$ cat config.mk
export PLATFORM = sky130hd
export DESIGN_NAME = ip_address_text_classifier_flat
export DESIGN_NICKNAME = d
export VERILOG_FILES = /design/src/sv/ipatc_pkg.sv /design/src/sv/ipatc_if.sv /design/src/sv/ip_address_text_classifier.sv /design/src/sv/ipatc_scan.sv /design/src/flat_wrapper.sv
export SDC_FILE = /design/constraint.sdc
export NUM_CORES = 1
export LEC_CHECK = 0
export BUFFER_PORTS_ARGS = -buffer_cell sky130_fd_sc_hd__buf_2
export CAP_MARGIN = 20
export CORE_MARGIN = 2
export CORE_UTILIZATION = 40
export CTS_CLUSTER_DIAMETER = 80
export CTS_CLUSTER_SIZE = 25
export DETAILED_ROUTE_END_ITERATION = 7
export PLACE_DENSITY = 0.59
export SLEW_MARGIN = 20
export SYNTH_ARGS = -nofsm -noshare
export SYNTH_HDL_FRONTEND = slang
export SYNTH_SLANG_ARGS = --single-unit
$ cat constraint.sdc
create_clock -name clock -period 2.9 [get_ports clock]
set_input_delay 0.145 -clock clock [delete_from_list [all_inputs] [get_ports clock]]
set_output_delay 0.145 -clock clock [all_outputs]
set_load 0.03 [all_outputs]
$ cat src/sv/ipatc_pkg.sv
// Package for the address text classifier: item and verdict types, character
// and limit constants and the character-class helpers. No dependencies.
`default_nettype none

package ipatc_pkg;

   localparam int CharWidth = 8;

   localparam logic [CharWidth-1:0] CHAR_DOT      = 8'h2E;
   localparam logic [CharWidth-1:0] CHAR_COLON    = 8'h3A;
   localparam logic [CharWidth-1:0] CHAR_ZERO     = 8'h30;
   localparam logic [CharWidth-1:0] CHAR_NINE     = 8'h39;
   localparam logic [CharWidth-1:0] CHAR_LOWER_A  = 8'h61;
   localparam logic [CharWidth-1:0] CHAR_LOWER_F  = 8'h66;
   localparam logic [CharWidth-1:0] CHAR_UPPER_A  = 8'h41;
   localparam logic [CharWidth-1:0] CHAR_UPPER_F  = 8'h46;

   localparam logic [2:0] V4_DOTS      = 3'd3;
   localparam logic [3:0] V6_COLONS    = 4'd7;
   localparam logic [2:0] V6_GROUP_MAX = 3'd4;
   localparam logic [8:0] OCTET_MAX    = 9'd255;
   localparam logic [8:0] OCTET_SAT    = 9'd256;

   typedef enum logic [1:0] {
      VERDICT_NONE = 2'd0,
      VERDICT_IPV4 = 2'd1,
      VERDICT_IPV6 = 2'd2
   } verdict_type;

   typedef struct packed {
      logic [CharWidth-1:0] character;
      logic                 no_char;
      logic                 last_char;
   } item_type;

   function automatic logic is_digit(input logic [CharWidth-1:0] c);
      return (c >= CHAR_ZERO) && (c <= CHAR_NINE);
   endfunction

   function automatic logic is_hex_letter(input logic [CharWidth-1:0] c);
      return ((c >= CHAR_LOWER_A) && (c <= CHAR_LOWER_F)) ||
             ((c >= CHAR_UPPER_A) && (c <= CHAR_UPPER_F));
   endfunction

endpackage

`default_nettype wire

$ cat src/sv/ipatc_if.sv
// Valid/ready channel interfaces for the address text classifier.
// Depends on ipatc_pkg.
`default_nettype none

interface ipatc_req_if;
   import ipatc_pkg::*;

   logic                 valid;
   logic                 ready;
   logic [CharWidth-1:0] character;
   logic                 no_char;
   logic                 last_char;

   modport source (output valid, output character, output no_char, output last_char,
                   input ready);
   modport sink   (input valid, input character, input no_char, input last_char,
                   output ready);
endinterface

interface ipatc_rsp_if;
   logic       valid;
   logic       ready;
   logic [1:0] verdict;

   modport source (output valid, output verdict, input ready);
   modport sink   (input valid, input verdict, output ready);
endinterface

`default_nettype wire

$ cat src/sv/ip_address_text_classifier.sv
// Address text classifier top level: input word register, scan state and
// verdict register. Depends on ipatc_pkg, ipatc_if and ipatc_scan.
//
// Usage:
//   req_chan carries one character word per handshake (character, no_char,
//   last_char). A word with no_char set carries no character; with last_char
//   set it still closes the string. rsp_chan carries one verdict word per
//   string (0 neither, 1 IPv4, 2 IPv6), produced by the word with last_char.
//   The closing word passes through the input register, and its verdict
//   through the result register, which drives rsp_chan.valid.
//   Throughput: one word per cycle, but a closing word is held while the
//   result register is full; the scan update is combinational between the
//   input register and the result register.
//   Reset clears the scan state and empties both registers; req_chan.ready
//   is high the cycle after reset drops.
//   When the receiver stalls with a verdict pending, non-final words keep
//   flowing; a closing word waits in the input register, holding
//   req_chan.ready low, until the result register frees.
`default_nettype none

module ip_address_text_classifier (
   input  wire logic    clock,
   input  wire logic    reset,
   ipatc_req_if.sink    req_chan,
   ipatc_rsp_if.source  rsp_chan
);
   import ipatc_pkg::*;

   logic        in_valid_ff;
   item_type    in_item_ff;
   logic        out_valid_ff;
   verdict_type out_verdict_ff;
   verdict_type verdict;
   logic        advance;
   logic        take_req;

   // a closing word needs a free result slot; other words always advance
   assign advance  = in_valid_ff &&
                     (!in_item_ff.last_char || !out_valid_ff || rsp_chan.ready);
   assign take_req = req_chan.valid && req_chan.ready;

   assign req_chan.ready   = !in_valid_ff || advance;
   assign rsp_chan.valid   = out_valid_ff;
   assign rsp_chan.verdict = out_verdict_ff;

   ipatc_scan u_scan (
      .clock   (clock),
      .reset   (reset),
      .step    (advance),
      .item    (in_item_ff),
      .verdict (verdict)
   );

   always_ff @(posedge clock) begin
      if (reset) begin
         in_valid_ff <= 1'b0;
      end else if (req_chan.ready) begin
         in_valid_ff <= req_chan.valid;
      end
   end

   always_ff @(posedge clock) begin
      if (take_req) begin
         in_item_ff.character <= req_chan.character;
         in_item_ff.no_char   <= req_chan.no_char;
         in_item_ff.last_char <= req_chan.last_char;
      end
   end

   always_ff @(posedge clock) begin
      if (reset) begin
         out_valid_ff <= 1'b0;
      end else if (advance && in_item_ff.last_char) begin
         out_valid_ff <= 1'b1;
      end else if (rsp_chan.ready) begin
         out_valid_ff <= 1'b0;
      end
   end

   always_ff @(posedge clock) begin
      if (advance && in_item_ff.last_char) begin
         out_verdict_ff <= verdict;
      end
   end

endmodule

`default_nettype wire

$ cat src/sv/ipatc_scan.sv
// Per-string scan state for the address text classifier: counters, current
// group tracking and the two rule flags; forms the verdict. Depends on ipatc_pkg.
`default_nettype none

module ipatc_scan (
   input  wire logic               clock,
   input  wire logic               reset,
   input  wire logic               step,
   input  wire ipatc_pkg::item_type item,
   output ipatc_pkg::verdict_type  verdict
);
   import ipatc_pkg::*;

   logic [2:0]  dot_count_ff,  dot_count_in;
   logic [3:0]  colon_count_ff, colon_count_in;
   logic [2:0]  group_length_ff, group_length_in;
   logic [8:0]  group_value_ff, group_value_in;
   logic        lead_zero_ff, lead_zero_in;
   logic        dotted_ok_ff, dotted_ok_in;
   logic        hex_ok_ff, hex_ok_in;

   logic        c_digit;
   logic        c_hex_letter;
   logic [3:0]  digit_value;
   logic [11:0] scaled_value;

   assign c_digit      = is_digit(item.character);
   assign c_hex_letter = is_hex_letter(item.character);
   assign digit_value  = 4'(item.character - CHAR_ZERO);
   assign scaled_value = 12'(group_value_ff) * 12'd10 + 12'(digit_value);

   // next scan state after this word's character
   always_comb begin
      dot_count_in    = dot_count_ff;
      colon_count_in  = colon_count_ff;
      group_length_in = group_length_ff;
      group_value_in  = group_value_ff;
      lead_zero_in    = lead_zero_ff;
      dotted_ok_in    = dotted_ok_ff;
      hex_ok_in       = hex_ok_ff;
      if (!item.no_char) begin
         if (item.character == CHAR_DOT) begin
            if (group_length_ff == 3'd0) dotted_ok_in = 1'b0;
            hex_ok_in = 1'b0;
            if (dot_count_ff != 3'd7) dot_count_in = dot_count_ff + 3'd1;
            group_length_in = 3'd0;
            group_value_in  = 9'd0;
            lead_zero_in    = 1'b0;
         end else if (item.character == CHAR_COLON) begin
            if (group_length_ff == 3'd0) hex_ok_in = 1'b0;
            dotted_ok_in = 1'b0;
            if (colon_count_ff != 4'd15) colon_count_in = colon_count_ff + 4'd1;
            group_length_in = 3'd0;
            group_value_in  = 9'd0;
            lead_zero_in    = 1'b0;
         end else if (!c_digit && !c_hex_letter) begin
            dotted_ok_in = 1'b0;
            hex_ok_in    = 1'b0;
         end else begin
            if (group_length_ff >= V6_GROUP_MAX) hex_ok_in = 1'b0;
            if (c_digit) begin
               if (group_length_ff == 3'd0) begin
                  lead_zero_in = (digit_value == 4'd0);
               end else if (lead_zero_ff) begin
                  dotted_ok_in = 1'b0;
               end
               // saturate the octet value one past its limit
               if (group_value_ff <= OCTET_MAX) begin
                  if (scaled_value > 12'(OCTET_MAX)) begin
                     dotted_ok_in   = 1'b0;
                     group_value_in = OCTET_SAT;
                  end else begin
                     group_value_in = scaled_value[8:0];
                  end
               end
            end else begin
               dotted_ok_in = 1'b0;
            end
            if (group_length_ff != 3'd7) group_length_in = group_length_ff + 3'd1;
         end
      end

      if (dotted_ok_in && (dot_count_in == V4_DOTS) && (group_length_in != 3'd0)) begin
         verdict = VERDICT_IPV4;
      end else if (hex_ok_in && (colon_count_in == V6_COLONS) &&
                   (group_length_in != 3'd0)) begin
         verdict = VERDICT_IPV6;
      end else begin
         verdict = VERDICT_NONE;
      end
   end

   always_ff @(posedge clock) begin
      if (reset || (step && item.last_char)) begin
         dot_count_ff    <= '0;
         colon_count_ff  <= '0;
         group_length_ff <= '0;
         group_value_ff  <= '0;
         lead_zero_ff    <= 1'b0;
         dotted_ok_ff    <= 1'b1;
         hex_ok_ff       <= 1'b1;
      end else if (step) begin
         dot_count_ff    <= dot_count_in;
         colon_count_ff  <= colon_count_in;
         group_length_ff <= group_length_in;
         group_value_ff  <= group_value_in;
         lead_zero_ff    <= lead_zero_in;
         dotted_ok_ff    <= dotted_ok_in;
         hex_ok_ff       <= hex_ok_in;
      end
   end

endmodule

`default_nettype wire
$ cat src/flat_wrapper.sv
// flat-port wrapper written by rule: the top's interface ports become plain ports
module ip_address_text_classifier_flat import ipatc_pkg::*;
  (clock, reset, req_chan_valid, req_chan_character, req_chan_no_char, req_chan_last_char, req_chan_ready, rsp_chan_valid, rsp_chan_verdict, rsp_chan_ready);
  ipatc_req_if req_chan_i ();
  ipatc_rsp_if rsp_chan_i ();
  input  wire logic clock;
  input  wire logic reset;
  input wire logic [$bits(req_chan_i.valid)-1:0] req_chan_valid;
  input wire logic [$bits(req_chan_i.character)-1:0] req_chan_character;
  input wire logic [$bits(req_chan_i.no_char)-1:0] req_chan_no_char;
  input wire logic [$bits(req_chan_i.last_char)-1:0] req_chan_last_char;
  output wire logic [$bits(req_chan_i.ready)-1:0] req_chan_ready;
  output wire logic [$bits(rsp_chan_i.valid)-1:0] rsp_chan_valid;
  output wire logic [$bits(rsp_chan_i.verdict)-1:0] rsp_chan_verdict;
  input wire logic [$bits(rsp_chan_i.ready)-1:0] rsp_chan_ready;
  assign req_chan_i.valid = req_chan_valid;
  assign req_chan_i.character = req_chan_character;
  assign req_chan_i.no_char = req_chan_no_char;
  assign req_chan_i.last_char = req_chan_last_char;
  assign req_chan_ready = req_chan_i.ready;
  assign rsp_chan_valid = rsp_chan_i.valid;
  assign rsp_chan_verdict = rsp_chan_i.verdict;
  assign rsp_chan_i.ready = rsp_chan_ready;
  ip_address_text_classifier u_core (.clock(clock), .reset(reset), .req_chan(req_chan_i), .rsp_chan(rsp_chan_i));
endmodule
Word level (Yosys, flattened, before mapping)
Cells that the tools add are included.
{ "totals": {"ff_bits": 36, "input_bits": 14, "out_inout_bits": 4, "elab_cells": 109} }
{ "op_classes": {"n_addsub": 5, "mul": 1, "order_cmp": 9, "n_eq_ne": 8, "n_mux": 42, "bitwise": 1, "n_reduce_logical": 30} }
{ "op_table": {"columns": ["operator", "n"], "rows": [
  ["2-to-1 mux 9 bit", 6],
  ["2-to-1 mux 3 bit", 8],
  ["2-to-1 mux 1 bit", 23],
  ["equality test 8 x 6 -> 1 bit, second input constant", 2],
  ["greater-or-equal comparator 8 x 7 -> 1 bit, second input constant", 2],
  ["<= comparator 8 x 7 -> 1 bit, second input constant", 2],
  ["2-to-1 mux 4 bit", 4],
  ["adder 12 x 4 -> 12 bit", 1],
  ["> comparator 12 x 8 -> 1 bit, second input constant", 1],
  ["nonzero test 3 bit", 4],
  ["logical AND 1 bit", 11],
  ["multiplier 9 x 3 -> 11 bit, second input constant", 1],
  ["AND reduction 5 bit", 2],
  ["<= comparator 9 x 8 -> 1 bit, second input constant", 1],
  ["!= test 3 bit, second input constant", 3],
  ["greater-or-equal comparator 8 x 6 -> 1 bit, second input constant", 1],
  ["<= comparator 8 x 6 -> 1 bit, second input constant", 1],
  ["adder 3 x 1 -> 3 bit, second input constant", 2],
  ["logical NOT 1 bit", 5],
  ["logical OR 1 bit", 5],
  ["adder 4 x 1 -> 4 bit, second input constant", 1],
  ["equality test 4 x 3 -> 1 bit, second input constant", 1],
  ["logical NOT 4 bit", 1],
  ["!= test 4 bit, second input constant", 1],
  ["other kinds (7)", 7]
]} }

Longest topological paths before layout
{ "depth": {"ltp_word": 12, "mapped_depth": 12, "mapped_depth_nobuf": 11} }

Hierarchy
From an unflattened synthesis, not the netlist that was laid out.
{ "hier_totals": {"hier_cells": 262, "area_unflattened_um2": 2488.6} }
{ "by_module_without_submodules": {"columns": ["module", "n_inst", "cells_per_inst", "area_each_um2", "seq_area_each_um2"], "rows": [
  ["ipatc_scan", 1, 238, 2024.4, 440.4],
  ["ip_address_text_classifier", 1, 24, 464.2, 400.4]
]} }

Worst setup path before layout
OpenSTA, ideal clock, no wires.
{ "synth_path": {"path_kind": "register to register", "startpoint": "register u_core.u_scan.group_value_ff[1]", "endpoint": "register u_core.out_verdict_ff[1] (netlist: u_core.rsp_chan.verdict[1]), data pin", "setup_time_ns": 0.255, "arrival_time_ns": 2.584, "required_time_ns": 2.645, "path_slack_ns": 0.061, "path_stages_with_launch": 12, "n_path_buf": 1, "synth_period_minus_slack_ns": 2.839, "cell_sequence": "dfxtp_1 ha_1 ha_1 inv_1 fa_1 nand2b_1 nor4_1 nand3_1 nor4_1 a31oi_1 buf_6 a31o_1"} }
{ "synth_between": {"elab_chain_cells": 12, "elab_cells_between_ends": 13, "classes_between": "add/sub: 1; mul: 1; order compare: 2; mux: 7; reduce/logical: 2"} }
{ "synth_lines": {"columns": ["item", "line_no", "source"], "rows": [
  ["start: declaration", "ipatc_scan.sv:17", "logic [8:0] group_value_ff, group_value_in;"],
  ["start signal: assignment", "ipatc_scan.sv:106", "group_value_ff <= group_value_in;"],
  ["multiplier 9 x 3 -> 11 bit", "ipatc_scan.sv:30", "assign scaled_value = 12'(group_value_ff) * 12'd10 + 12'(digit_value);"],
  ["adder 12 x 4 -> 12 bit", "ipatc_scan.sv:30", null],
  ["> comparator 12 x 8 -> 1 bit", "ipatc_scan.sv:69", "if (scaled_value > 12'(OCTET_MAX)) begin"],
  ["2-to-1 mux 1 bit", "ipatc_scan.sv:69", null],
  ["2-to-1 mux 1 bit *", "ipatc_scan.sv:68", "if (group_value_ff <= OCTET_MAX) begin"],
  ["2-to-1 mux 1 bit *", "ipatc_scan.sv:61", "if (c_digit) begin"],
  ["2-to-1 mux 1 bit *", "ipatc_scan.sv:56", "end else if (!c_digit && !c_hex_letter) begin"],
  ["2-to-1 mux 1 bit *", "ipatc_scan.sv:49", "end else if (item.character == CHAR_COLON) begin"],
  ["2-to-1 mux 1 bit *", "ipatc_scan.sv:42", "if (item.character == CHAR_DOT) begin"],
  ["2-to-1 mux 1 bit *", "ipatc_scan.sv:41", "if (!item.no_char) begin"],
  ["logical AND 1 bit * (2 in series)", "ipatc_scan.sv:83", "if (dotted_ok_in && (dot_count_in == V4_DOTS) && (group_length_in != 3'd0)) begin"],
  ["end signal: assignment", "ip_address_text_classifier.sv:82", "out_verdict_ff <= verdict;"],
  ["end: declaration", "ip_address_text_classifier.sv:32", "verdict_type out_verdict_ff;"]
]} }
Mark *: on every way between the ends. The rest lies on a longest branch, timed or not.
A chain may end at the register's enable or synchronous reset.

Worst setup path after layout
{ "layout_path": {"startpoint": "register u_core.u_scan.group_value_ff[4]", "endpoint": "register u_core.u_scan.group_value_ff[1]"} }
{ "layout_between": {"elab_chain_cells": 9, "elab_cells_between_ends": 12, "classes_between": "add/sub: 1; mul: 1; order compare: 2; mux: 6; reduce/logical: 2"} }
{ "layout_lines": {"columns": ["item", "line_no"], "rows": [
  ["multiplier 9 x 3 -> 11 bit", "ipatc_scan.sv:30"],
  ["adder 12 x 4 -> 12 bit", "ipatc_scan.sv:30"],
  ["> comparator 12 x 8 -> 1 bit", "ipatc_scan.sv:69"],
  ["2-to-1 mux 9 bit", "ipatc_scan.sv:69"],
  ["2-to-1 mux 9 bit", "ipatc_scan.sv:68"],
  ["2-to-1 mux 9 bit", "ipatc_scan.sv:61"],
  ["2-to-1 mux 9 bit", "ipatc_scan.sv:56"],
  ["2-to-1 mux 9 bit", "ipatc_scan.sv:49"],
  ["2-to-1 mux 9 bit", "ipatc_scan.sv:42"]
]} }
Several ways; a longest one is shown, not always the timed one. The select of a mux whose other input is x is not followed.

==> impl_metrics.ini <==
[global_route]
grt_pass1_vias = 1784
grt_max_degree = 16
gr-total-overflow = 0
antenna_found_initial = 0
grt_use_total = 0.156
grt_first_pass_wirelength_um = 8020

[pwr]
vdd_ir_drop_max_v = 0.000307
swShare = 0.219
power.internal_uw = 754
power.net_switching_uw = 211
power_frac_comb = 0.068
seq_power_share = 0.564
leakagePower_uw = 0.00122
clock_power_share = 0.368
pwr_dens_nw_per_um2 = 325

[sta]
number_of_setup_violations_in_the_final_report = 0
achievable-frequency_mhz = 352
report.final.hold_viol_count = 0
tightest_slew_ps = 536
final.setup.worst_slack_ps = 56.3
timing.slew.headroom = 0.639
finalCriticalPeriod_ps = 2840
layout_worst_path_cycle_share = 0.981
final.setup_skew_ps = 8.56
finalMaxSlewViolations = 0

[run_status]
outcome = finished clean

[final_layout]
finish.net_count = 337
stdcell_count = 376
postLayoutCoreUtil = 0.504
drive_gt1_frac = 0.259
area_growth_syn_to_layout_pct = 22.7
antenna_cells = 0
most_common_cell_after_layout_fill_and_taps_aside = nand2_1
mostFrequentLayoutCells = nand2_1 (27), nor2_1 (20), dfxtp_1 (20)
layout.cell_area.non_filler_um2 = 2970

[drt]
post-route-drc-count = 0
vias = 2016
drt_wl_total_um = 4890
route.antenna.remaining_nets = 0
detail_route.vias_per_cell = 5.36
dr.first_iter.drc_count = 35
routed_length_per_instance_um = 13.0
firstDrtPassIters = 4

[worst_setup_path]
peak_fanout_along_the_critical_path = 7
crit_path_start_kind = flop
worstPathArrival_ps = 3030
path_class = reg2reg
crit-reg2reg-capture = u_core.u_scan.group_value_ff[1]
timing.critical_path.required_ps = 3090
endpoint_kind = flop
rr_startpoint = u_core.u_scan.group_value_ff[4]
r2r_depth = 11
regToRegSetupSlack_ps = 60

[yosys]
yosysTopAreaCell = dfxtp_1
synth.ff_latch_count = 36
count_of_yosys_warnings_during_synthesis = 0
synth_cell_types = 52
synth_edf_count = 12
syn_area_um2 = 2420
postSynthCellCount = 264
async_reset_ff_frac = 0
seq_area_frac_synth = 0.348
syn_avg_cell_area_um2 = 9.16
synth_fp_nets = 301
synth.area.top_cells = dfxtp_1 (20%), edfxtp_1 (15%), ha_1 (11%)
most_used_flip_flop_cell_after_synthesis = dfxtp_1
synth_top_cell_area_share = 0.199

[worst_hold_path]
worst_hold_path.endpoint = u_core.in_item_ff[0]
hp-start = req_chan_last_char
worst_hold_path_stage_count = 1
holdCritPathClass = in2reg

[die]
area_of_the_die_um2 = 6680
ioPinCount = 18
die-width_um = 81.7
fp.coreArea_um2 = 5890
die_y_um = 81.7
floorplan.initialDensity = 0.411
num_rows = 28

[place]
placement_cell_area_um2 = 2700
globalplace.congestion = 0.847
place.detailed.hpwl_um = 3780
dp_worst_setup_slack_ps = -49.9
placed_cells_incl_taps = 367
port-buffer-count = 17

[clock_tree]
htreeDepth = 2
ctsRootBufferMaster = clkbuf_8
clock_tree.buffer_depth = 2
clock_buffer_count_from_cts = 5
hold_buffers = 0
clkTransAtPathRegs_ps = 70
clkLatencyLatePin_ps = 290
cts_tree = built
clock_sink_count = 36

[job]
number_of_max_cap_violations = 0
## worst max-delay path by stage
stage	from	end	slack, ps	cells past startpoint
after floorplan	u_core.u_scan.group_value_ff[1]	u_core.rsp_chan.verdict[1]	60	11
after global placement	u_core.u_scan.group_value_ff[3]	u_core.rsp_chan.verdict[0]	60	12
after detailed placement	u_core.u_scan.group_value_ff[3]	u_core.u_scan.group_value_ff[1]	-50	13
after CTS	u_core.u_scan.group_value_ff[3]	u_core.u_scan.group_value_ff[1]	2	13
after global routing	u_core.u_scan.group_value_ff[4]	u_core.u_scan.group_value_ff[3]	-40	11
final	u_core.u_scan.group_value_ff[4]	u_core.u_scan.group_value_ff[1]	60	11
## power by group through the flow
stage | logic, uW | registers (uW) | clock network (uW)
2_1_floorplan | 39.0 | 555 | 0
3_3_place_gp | 64.8 | 556 | 0
3_5_place_dp | 64.7 | 556 | 0
4_1_cts | 65.0 | 545 | 368
5_1_grt | 73.6 | 546 | 388
6_report | 65.8 | 544 | 356
## stage by stage
stage | hold WS [ps] | total power (uW) | setup TNS (ps)
3_5_place_dp | 323 | 621 | -224
6_report | 30.9 | 965 | 0
5_1_grt | 21.1 | 1010 | -148
3_3_place_gp | 321 | 621 | 0
2_1_floorplan | 214 | 594 | 0
4_1_cts | 24.6 | 978 | 0
## kinds of logic after synthesis
group | synth area share
xor+xnor | 0.0326
simple gates | 0.256
compound gates | 0.188
buf+inv | 0.0295
fa+ha+maj | 0.125
flops | 0.348
mux | 0.0207
## synthesized netlist by cell type (all sizes together) (6+ instances only)
master  count
nor4        6
a211oi      6
nor3        9
dfxtp      24
a21o        8
inv        12
nor2       21
ha         21
nand2b     11
nand3       7
nand2      27
a21oi      13
o31ai       8
edfxtp     12
o21ai      11
## repair_timing
item,CTS,global route
setup buffers,0,1
pin swaps,0,8
gates cloned,0,0
resized for setup,2,27
setup endpoints to repair,8,11
## registers in the layout, summed over array words and instances (netlist names)
name and cells:
u_core.in_item_ff 10, u_core.u_scan.group_value_ff 9, u_core.u_scan.colon_count_ff 4, u_core.u_scan.dot_count_ff 3, u_core.u_scan.group_length_ff 3, u_core.rsp_chan.verdict 2
u_core.in_valid_ff 1, u_core.rsp_chan.valid 1, u_core.u_scan.dotted_ok_ff 1, u_core.u_scan.hex_ok_ff 1, u_core.u_scan.lead_zero_ff 1
## final cells by class
type	count	area (um2)
clock buffers	8	90.1
fillers	567	2920
inverters	12	45.0
multi-input cells	211	1660
flip-flops and latches	36	848
well taps	75	93.8
repair buffers	34	225
## per-layer routing
layer	GRT usage	part of all wire
met5	0	0
met4	0.0550	0.015
met3	0.0330	0.030
met2	0.248	0.45
met1	0.209	0.50
## worst max-delay path, stage by stage, from the launching register on
cell and delay, ps:
dfxtp_1 420, ha_1 280, ha_1 350, o21ai_1 110, nor2_2 90, or4b_1 470, and3_4 180, nor4_2 230
a31oi_1 70, buf_4 180, buf_12 140, o31ai_2 220
(Power assumes the default switching activity.)
